<file path="config.mk">
export PLATFORM = sky130hd
export DESIGN_NAME = jack_matrix_change_scanner
export DESIGN_NICKNAME = d
export VERILOG_FILES = /design/src/rtl/jmcs_pkg.sv /design/src/rtl/jmcs_front.sv /design/src/rtl/jmcs_queue.sv /design/src/rtl/jmcs_back.sv /design/src/rtl/jack_matrix_change_scanner.sv
export SDC_FILE = /design/constraint.sdc
export NUM_CORES = 1
export LEC_CHECK = 0
export BUFFER_PORTS_ARGS = -buffer_cell sky130_fd_sc_hd__buf_4
export CELL_PAD_IN_SITES_DETAIL_PLACEMENT = 1
export CELL_PAD_IN_SITES_GLOBAL_PLACEMENT = 2
export CORE_ASPECT_RATIO = 0.5
export CORE_MARGIN = 5
export CORE_UTILIZATION = 30
export DETAILED_ROUTE_END_ITERATION = 8
export PLACE_DENSITY = 0.54
export SLEW_MARGIN = 5
export SYNTH_ARGS = -nofsm -noshare
export SYNTH_HDL_FRONTEND = slang
export SYNTH_HIERARCHICAL = 1
export SYNTH_SLANG_ARGS = --single-unit
</file>
<file path="constraint.sdc">
create_clock -name clk -period 4.8 [get_ports clk]
set_input_delay 0.24 -clock clk [delete_from_list [all_inputs] [get_ports clk]]
set_output_delay 0.24 -clock clk [all_outputs]
set_load 0.03 [all_outputs]
</file>
<file path="src/rtl/jmcs_pkg.sv">
// ----------------------------------------------------------------------------
// jmcs_pkg
// shared types and constants of the jack matrix change scanner
// ----------------------------------------------------------------------------
package jmcs_pkg;

  // field widths of the scan transactions
  localparam int unsigned LINE_W    = 4;
  localparam int unsigned LEVEL_W   = 16;
  localparam int unsigned MAP_LINES = 16;

  // depth of the queue between front and back
  localparam int unsigned QUEUE_DEPTH = 2;
  localparam int unsigned QPTR_W      = $clog2(QUEUE_DEPTH);
  localparam int unsigned QCNT_W      = $clog2(QUEUE_DEPTH + 1);

  // event codes
  localparam logic [1:0] CODE_OPEN      = 2'd1;
  localparam logic [1:0] CODE_CONNECTED = 2'd2;

  // one classified scan, handed from front to back
  typedef struct packed {
    logic [LINE_W-1:0]  drv;      // driven line
    logic [LEVEL_W-1:0] changes;  // lines whose connection flipped
    logic [LEVEL_W-1:0] conn;     // new connection state of every line
  } scan_item_t;

endpackage

</file>
<file path="src/rtl/jmcs_front.sv">
// ----------------------------------------------------------------------------
// jmcs_front
// accepts scan transactions, compares them with the connection map, updates
// the map and queues the set of changed lines
// ----------------------------------------------------------------------------
module jmcs_front #(
  parameter int unsigned NUM_LINES = 16
) (
  input  logic                        clk,
  input  logic                        rst_n,
  input  logic                        in_valid,
  output logic                        in_stall,
  input  logic [jmcs_pkg::LINE_W-1:0] in_driven_line,
  input  logic [jmcs_pkg::LEVEL_W-1:0] in_pin_levels,
  output logic                        q_push,
  output jmcs_pkg::scan_item_t        q_item,
  input  logic                        q_full
);
  import jmcs_pkg::*;

  // the fields carry at most sixteen lines
  localparam int unsigned ActiveLines = (NUM_LINES > MAP_LINES) ? MAP_LINES : NUM_LINES;
  localparam int unsigned IdxW        = $clog2(ActiveLines);
  localparam logic [LEVEL_W-1:0] LineMask =
    LEVEL_W'((17'd1 << ActiveLines) - 17'd1);

  logic [LEVEL_W-1:0] map_r [ActiveLines];
  logic [IdxW-1:0]    row_idx;
  logic               in_range;
  logic               take;
  logic [LEVEL_W-1:0] row;
  logic [LEVEL_W-1:0] conn;
  logic [LEVEL_W-1:0] own_bit;
  logic [LEVEL_W-1:0] diff;
  logic [LEVEL_W-1:0] row_nxt;

  // classify the incoming scan
  always_comb begin
    in_range = ({1'b0, in_driven_line} < (LINE_W + 1)'(ActiveLines));
    row_idx  = in_driven_line[IdxW-1:0];
    row      = map_r[row_idx];
    conn     = ~in_pin_levels;
    own_bit  = LEVEL_W'(1) << in_driven_line;
    diff     = (row ^ conn) & LineMask & ~own_bit;
    row_nxt  = row ^ diff;
  end

  assign in_stall = q_full;
  assign take     = in_valid && !in_stall && in_range;
  assign q_push   = take && (diff != '0);

  assign q_item.drv     = in_driven_line;
  assign q_item.changes = diff;
  assign q_item.conn    = conn;

  // connection map, all open after reset
  always_ff @(posedge clk) begin
    if (!rst_n) begin
      for (int i = 0; i < ActiveLines; i++) begin
        map_r[i] <= '0;
      end
    end else if (take) begin
      map_r[row_idx] <= row_nxt;
    end
  end

`ifndef SYNTH
  // the driven line never reports a change against itself
  a_no_self_change: assert property (@(posedge clk) disable iff (!rst_n)
    q_push |-> ((q_item.changes & own_bit) == '0))
    else $error("driven line flagged as changed");

  // only lines inside the active range are reported
  a_changes_in_range: assert property (@(posedge clk) disable iff (!rst_n)
    q_push |-> ((q_item.changes & ~LineMask) == '0))
    else $error("change outside active lines");

  // an out of range line never leads to a queued scan
  a_range_drop: assert property (@(posedge clk) disable iff (!rst_n)
    q_push |-> in_range)
    else $error("out of range scan queued");
`endif

endmodule

</file>
<file path="src/rtl/jmcs_queue.sv">
// ----------------------------------------------------------------------------
// jmcs_queue
// short fifo of classified scans between front and back
// ----------------------------------------------------------------------------
module jmcs_queue (
  input  logic                 clk,
  input  logic                 rst_n,
  input  logic                 push,
  input  jmcs_pkg::scan_item_t push_item,
  output logic                 full,
  input  logic                 pop,
  output logic                 not_empty,
  output jmcs_pkg::scan_item_t head_item
);
  import jmcs_pkg::*;

  scan_item_t        mem [QUEUE_DEPTH];
  logic [QPTR_W-1:0] wr_ptr_r;
  logic [QPTR_W-1:0] rd_ptr_r;
  logic [QCNT_W-1:0] count_r;
  logic              do_push;
  logic              do_pop;

  assign full      = (count_r == QCNT_W'(QUEUE_DEPTH));
  assign not_empty = (count_r != '0);
  assign head_item = mem[rd_ptr_r];
  assign do_push   = push && !full;
  assign do_pop    = pop && not_empty;

  // storage
  always_ff @(posedge clk) begin
    if (do_push) begin
      mem[wr_ptr_r] <= push_item;
    end
  end

  // pointers and fill count
  always_ff @(posedge clk) begin
    if (!rst_n) begin
      wr_ptr_r <= '0;
      rd_ptr_r <= '0;
      count_r  <= '0;
    end else begin
      if (do_push) begin
        wr_ptr_r <= (wr_ptr_r == QPTR_W'(QUEUE_DEPTH - 1)) ? '0 : wr_ptr_r + 1'b1;
      end
      if (do_pop) begin
        rd_ptr_r <= (rd_ptr_r == QPTR_W'(QUEUE_DEPTH - 1)) ? '0 : rd_ptr_r + 1'b1;
      end
      unique case ({do_push, do_pop})
        2'b10:   count_r <= count_r + 1'b1;
        2'b01:   count_r <= count_r - 1'b1;
        default: count_r <= count_r;
      endcase
    end
  end

`ifndef SYNTH
  a_count_bound: assert property (@(posedge clk) disable iff (!rst_n)
    count_r <= QCNT_W'(QUEUE_DEPTH))
    else $error("queue overfilled");

  a_no_push_full: assert property (@(posedge clk) disable iff (!rst_n)
    push |-> !full)
    else $error("push into full queue");

  a_no_pop_empty: assert property (@(posedge clk) disable iff (!rst_n)
    pop |-> not_empty)
    else $error("pop from empty queue");
`endif

endmodule

</file>
<file path="src/rtl/jmcs_back.sv">
// ----------------------------------------------------------------------------
// jmcs_back
// walks the changed lines of one scan in ascending order and emits one
// event transaction per line through an output register
// ----------------------------------------------------------------------------
module jmcs_back (
  input  logic                         clk,
  input  logic                         rst_n,
  input  logic                         q_not_empty,
  input  jmcs_pkg::scan_item_t         q_head,
  output logic                         q_pop,
  output logic                         out_valid,
  input  logic                         out_stall,
  output logic [jmcs_pkg::LINE_W-1:0]  out_source_line,
  output logic [jmcs_pkg::LINE_W-1:0]  out_sensed_line,
  output logic [1:0]                   out_event_code,
  output logic                         out_last_event
);
  import jmcs_pkg::*;

  // lowest set bit of a change mask
  function automatic logic [LINE_W-1:0] lowest_idx(input logic [LEVEL_W-1:0] v);
    logic [LINE_W-1:0] idx;
    idx = '0;
    for (int i = LEVEL_W - 1; i >= 0; i--) begin
      if (v[i]) begin
        idx = LINE_W'(i);
      end
    end
    return idx;
  endfunction

  logic               busy_r;
  logic [LINE_W-1:0]  drv_r;
  logic [LEVEL_W-1:0] mask_r;
  logic [LEVEL_W-1:0] conn_r;
  logic               out_valid_r;
  logic [LINE_W-1:0]  src_r;
  logic [LINE_W-1:0]  sensed_r;
  logic [1:0]         code_r;
  logic               last_r;

  logic [LINE_W-1:0]  pick;
  logic [LEVEL_W-1:0] pick_bit;
  logic [LEVEL_W-1:0] rest;
  logic               emit;
  logic               fin;
  logic               load;

  // pick the next changed line
  always_comb begin
    pick     = lowest_idx(mask_r);
    pick_bit = LEVEL_W'(1) << pick;
    rest     = mask_r & ~pick_bit;
    emit     = busy_r && (!out_valid_r || !out_stall);
    fin      = emit && (rest == '0);
    load     = q_not_empty && (!busy_r || fin);
  end

  assign q_pop = load;

  // scan walker and output register
  always_ff @(posedge clk) begin
    if (!rst_n) begin
      busy_r      <= 1'b0;
      out_valid_r <= 1'b0;
    end else begin
      if (load) begin
        busy_r <= 1'b1;
        drv_r  <= q_head.drv;
        mask_r <= q_head.changes;
        conn_r <= q_head.conn;
      end else if (fin) begin
        busy_r <= 1'b0;
      end else if (emit) begin
        mask_r <= rest;
      end

      if (emit) begin
        out_valid_r <= 1'b1;
        src_r       <= drv_r;
        sensed_r    <= pick;
        code_r      <= ((conn_r & pick_bit) != '0) ? CODE_CONNECTED : CODE_OPEN;
        last_r      <= (rest == '0);
      end else if (!out_stall) begin
        out_valid_r <= 1'b0;
      end
    end
  end

  assign out_valid       = out_valid_r;
  assign out_source_line = src_r;
  assign out_sensed_line = sensed_r;
  assign out_event_code  = code_r;
  assign out_last_event  = last_r;

`ifndef SYNTH
  // an active walk always has a line left to report
  a_busy_mask: assert property (@(posedge clk) disable iff (!rst_n)
    busy_r |-> (mask_r != '0))
    else $error("walker busy with empty mask");

  // a stalled event stays on the port
  a_stall_hold: assert property (@(posedge clk) disable iff (!rst_n)
    (out_valid_r && out_stall) |=> out_valid_r)
    else $error("stalled event dropped");

  // every event finishing a scan is marked last
  a_fin_last: assert property (@(posedge clk) disable iff (!rst_n)
    fin |=> (out_valid_r && last_r))
    else $error("last marker missing");
`endif

endmodule

</file>
<file path="src/rtl/jack_matrix_change_scanner.sv">
// ----------------------------------------------------------------------------
// jack_matrix_change_scanner
// patch-jack matrix change detector with serialized change events
// ----------------------------------------------------------------------------
// Usage: each input transaction gives the line driven low and the sampled
// levels of all lines. A low level means the line is patched to the driven
// line. Every other active line whose connection differs from the stored map
// flips its map bit and yields one output transaction (driven line, sensed
// line, code open or connected), in ascending line order, the final one of a
// scan marked with out_last_event. Scans with no change, or with a driven
// line outside the active range, yield nothing.
// Throughput: the front takes one scan per cycle while the two-entry queue
// has room; the back emits one event per cycle while out_stall is low, so a
// scan with k changes yields k events (at most 15 for sixteen lines).
// Path: an accepted scan passes the queue, the walker registers and the
// output register before its first event reaches the port.
// Reset: synchronous, clears the map to all open and empties the queue.
// When out_stall is high the current event holds, the walker pauses and the
// queue fills; in_stall rises once the queue is full.
// ----------------------------------------------------------------------------
module jack_matrix_change_scanner #(
  parameter int unsigned NUM_LINES = 16
) (
  input  logic                          clk,
  input  logic                          rst_n,
  input  logic                          in_valid,
  output logic                          in_stall,
  input  logic [jmcs_pkg::LINE_W-1:0]   in_driven_line,
  input  logic [jmcs_pkg::LEVEL_W-1:0]  in_pin_levels,
  output logic                          out_valid,
  input  logic                          out_stall,
  output logic [jmcs_pkg::LINE_W-1:0]   out_source_line,
  output logic [jmcs_pkg::LINE_W-1:0]   out_sensed_line,
  output logic [1:0]                    out_event_code,
  output logic                          out_last_event
);
  import jmcs_pkg::*;

  logic       q_push;
  logic       q_full;
  logic       q_pop;
  logic       q_not_empty;
  scan_item_t q_in;
  scan_item_t q_head;

  // front: compare with map and classify
  jmcs_front #(
    .NUM_LINES(NUM_LINES)
  ) u_front (
    .clk            (clk),
    .rst_n          (rst_n),
    .in_valid       (in_valid),
    .in_stall       (in_stall),
    .in_driven_line (in_driven_line),
    .in_pin_levels  (in_pin_levels),
    .q_push         (q_push),
    .q_item         (q_in),
    .q_full         (q_full)
  );

  // queue between front and back
  jmcs_queue u_queue (
    .clk       (clk),
    .rst_n     (rst_n),
    .push      (q_push),
    .push_item (q_in),
    .full      (q_full),
    .pop       (q_pop),
    .not_empty (q_not_empty),
    .head_item (q_head)
  );

  // back: serialize change events
  jmcs_back u_back (
    .clk             (clk),
    .rst_n           (rst_n),
    .q_not_empty     (q_not_empty),
    .q_head          (q_head),
    .q_pop           (q_pop),
    .out_valid       (out_valid),
    .out_stall       (out_stall),
    .out_source_line (out_source_line),
    .out_sensed_line (out_sensed_line),
    .out_event_code  (out_event_code),
    .out_last_event  (out_last_event)
  );

endmodule
</file>
==> summary.md <==
| Metric | Value |
|---|---|
| Sink Count | `382` |
| M1 WL | `25000 um` |
| Mapped cell area | `0.0175 mm^2` |
| CTS tree | `yes` |
| Ant. Diodes | `0` |
| Initial antenna violation count | `0` |
| HP Class | `in -> reg` |
| # Post-CTS Setup Buffers | `0` |
| Cts bufs inserted | `40` |
| Routed wl met3 | `2390 um` |
| Max_cap viols | `0` |
| Aggregate global routing overflow | `0` |
| Number of port buffers | `36` |
| Reg2reg setup slack | `690 ps` |
| Critical Path AT | `4570 ps` |
| Routability-driven placement congestion ratio | `0.778` |
| All-Layer GR Usage | `16.0%` |
| First-pass GRT wire length | `77400 um` |
| Core area | `0.0576 mm^2` |
| Max IR drop VDD | `0.201 mV` |
| Place WS | `643 ps` |
| DRC violations left | `0` |
| Pwr dens | `451 mW/mm^2` |
| IO Count | `37` |
| Post-synth EDFFs | `375` |
| Tcrit/Tclk final | `85.6%` |
| Setup ws final | `690 ps` |
| CP Capture Type | `register` |
| Post-CTS Resized | `0` |
| Sequential area share after synthesis | `65.0%` |
| Crit start category | `register` |
| Fraction of layout cells with a size suffix above 1 | `22.3%` |
| Placed insts | `1958` |
| Worst skew pair latency | `550 ps` |
| Leakage | `6.63 nW` |
| Clk_skew | `26.7 ps` |
| Wire length per cell | `25.5 um` |
| FFs w/ async S/R, synth | `0%` |
| Top cells by area, synth | `edfxtp_1 (64%), nor3_1 (6.9%), mux4_2 (4.4%), mux2i_1 (3.4%), mux2_2 (2.8%)` |
| Cell Rows | `62` |
| CP endpoint | `u_queue/count_r[1]` |
| Initial Util | `30.4%` |
| Iter 0 DRT Violations | `682` |
| CP startpoint | `u_back/mask_r[7]` |
| Fmax | `243 MHz` |
| Ys flop type | `edfxtp_1` |
| Die Y-Extent | `181 um` |
| DR pass1 iterations | `5` |
| Warnings from Yosys | `6` |
| WL met2 | `23900 um` |
| Synth Register Bits | `382` |
| FF-to-FF Start | `u_back/mask_r[7]` |
| Top Layer Used | `met4` |
| Die Area | `0.0637 mm^2` |
| Count leader, synth | `edfxtp_1` |
| R2r worst-path depth | `12` |
| Synth top cells by count | `edfxtp_1 (375), nor3_1 (242), clkbuf_1 (85)` |
| Synth unique cells | `69` |
| Final net count | `1258` |
| Final Slew Violations | `0` |
| Max clock buf depth | `3` |
| Synth-to-Final Area Change | `13.6%` |
| Clock transition at the registers of the reported paths | `60 ps` |
| Vias | `10.5k` |
| Final Hold Vio Count | `0` |
| Die Width | `352 um` |
| Status | `complete, no violations` |
| Mapped Avg Cell Area | `14.2 um^2` |
| Largest net degree at the start of global routing | `48` |
| Area leader, netlist | `edfxtp_1` |
| Worst-path fanout max | `18` |
| RSZ-0062 raised after global routing | `no` |
| CTS root buf | `clkbuf_16` |
| Vias per cell | `5.18` |
| Layout Cells excl Fill | `2031` |
| R2r endpoint | `u_queue/count_r[1]` |
| Syn Inst Count | `1233` |
| Number of global-route vias before repair | `11.2k` |
| Final setup vio count | `0` |
| Slew HR | `30.1%` |
| TNS Setup | `0 ps` |
| Critical Path RT | `5260 ps` |
| Critical path class | `reg -> reg` |
| Minimum clock period | `4110 ps` |
| Worst Hold Slack | `47.3 ps` |
| Post-Syn Nets | `1258` |
| Routed wire length | `51900 um` |
| Post-route ant nets | `0` |
| Post-detail-place hpwl | `33300 um` |
| H-tree levels | `2` |
| Synth top area share | `64.2%` |
| Worst-Margin Slew | `1040 ps` |
-- where the power goes --
part	internal [mW]	leakage [nW]	total, mW	switching (mW)
Clock	1.83	0.634	3.13	1.30
Combinational	0.592	2.18	1.58	0.989
Sequential	4.11	3.82	4.28	0.174
-- cell usage in the layout, fill, tap and decap left out, drive strengths merged, types with 6 or more instances in the layout --
cell and count:
and2 7, nand2b 7, a21oi 12, o21ai 33, a221oi 20, o21a 6
nor4 9, buf 89, inv 35, a22o 9, clkbuf 59, mux2i 61
xnor2 35, dfxtp 7, mux2 45, clkinv 10, nor2 60, mux4 40
edfxtp 375, nor3 242, nand2 25, nor2b 7
-- metal layers --
| layer | up-vias | GRT usage [%] |
|---|---|---|
| li1 | 4752 | - |
| met1 | 5532 | 23.4 |
| met2 | 195 | 25.6 |
| met3 | 49 | 2.87 |
| met4 | 0 | 2.46 |
| met5 | - | 0 |
-- area by class of cell --
type                            count  area [um^2]
Tap cell                          768          961
Clock inverter                     13          145
Sequential cell                   382        11400
Timing Repair Buffer               90          728
Multi-Input combinational cell    684         5410
Fill cell                        5963        37700
Clock buffer                       59         1150
Inverter                           35          131
-- flip-flops by register name (all words and copies together) (netlist names), 2 cells and up, named ones only --
signal / flops
u_back/mask_r: 16
u_front/map_r: 256
u_queue/mem: 72
u_back/conn_r: 16
u_back/out_event_code: 2
u_back/out_sensed_line: 4
u_queue/count_r: 2
u_back/drv_r: 4
u_back/out_source_line: 4
-- logic make-up after synthesis --
family,Yosys count,share of synthesized area [%]
and+or+nand+nor,378,10.7
muxes,146,11.7
adders and majority gates,1,0.0713
DFF,382,65.0
buffers and inverters,167,4.69
AOI/OAI and AO/OA,124,6.07
xor gates and xnor gates,35,1.75
-- per-stage QoR --
step           power [mW]  cell area [um^2]  utilization (%)
6_report             8.99             19900             34.6
2_1_floorplan        5.41             17500                -
4_1_cts              9.14             19900             34.6
3_5_place_dp         5.96             18600             32.3
3_3_place_gp         5.94             18600             32.3
5_1_grt              9.42             19900             34.6
-- worst min-delay path by stage --
| stage | slack (ps) | to | start | cells past startpoint |
|---|---|---|---|---|
| 2_1_floorplan | 360 | u_queue/count_r[0] | rst_n | 1 |
| 3_3_place_gp | 410 | u_back/out_source_line[2] | u_back/drv_r[2] | 0 |
| 3_5_place_dp | 420 | u_back/out_source_line[2] | u_back/drv_r[2] | 0 |
| 4_1_cts | 30 | u_front/map_r[4][14] | in_pin_levels[14] | 2 |
| 5_1_grt | 40 | u_front/map_r[6][14] | in_pin_levels[14] | 2 |
| 6_report | 50 | u_front/map_r[6][14] | in_pin_levels[14] | 2 |
-- critical path: stages, from the launching register on --
cell and delay (ps):
edfxtp_1 520, nor4_2 520, nand2_1 280, or2_1 330
a211oi_2 260, a211oi_1 160, a2111oi_4 460, a41oi_4 430
inv_1 140, o21a_1 180, ha_1 270, or3_1 350
a21boi_1 130
-- timing repair --
action | CTS | global route
setup endpoints to repair | 0 | 0
hold endpoints to repair | 1 | 0
hold buffers | 1 | 0
(Power assumes the default switching activity.)
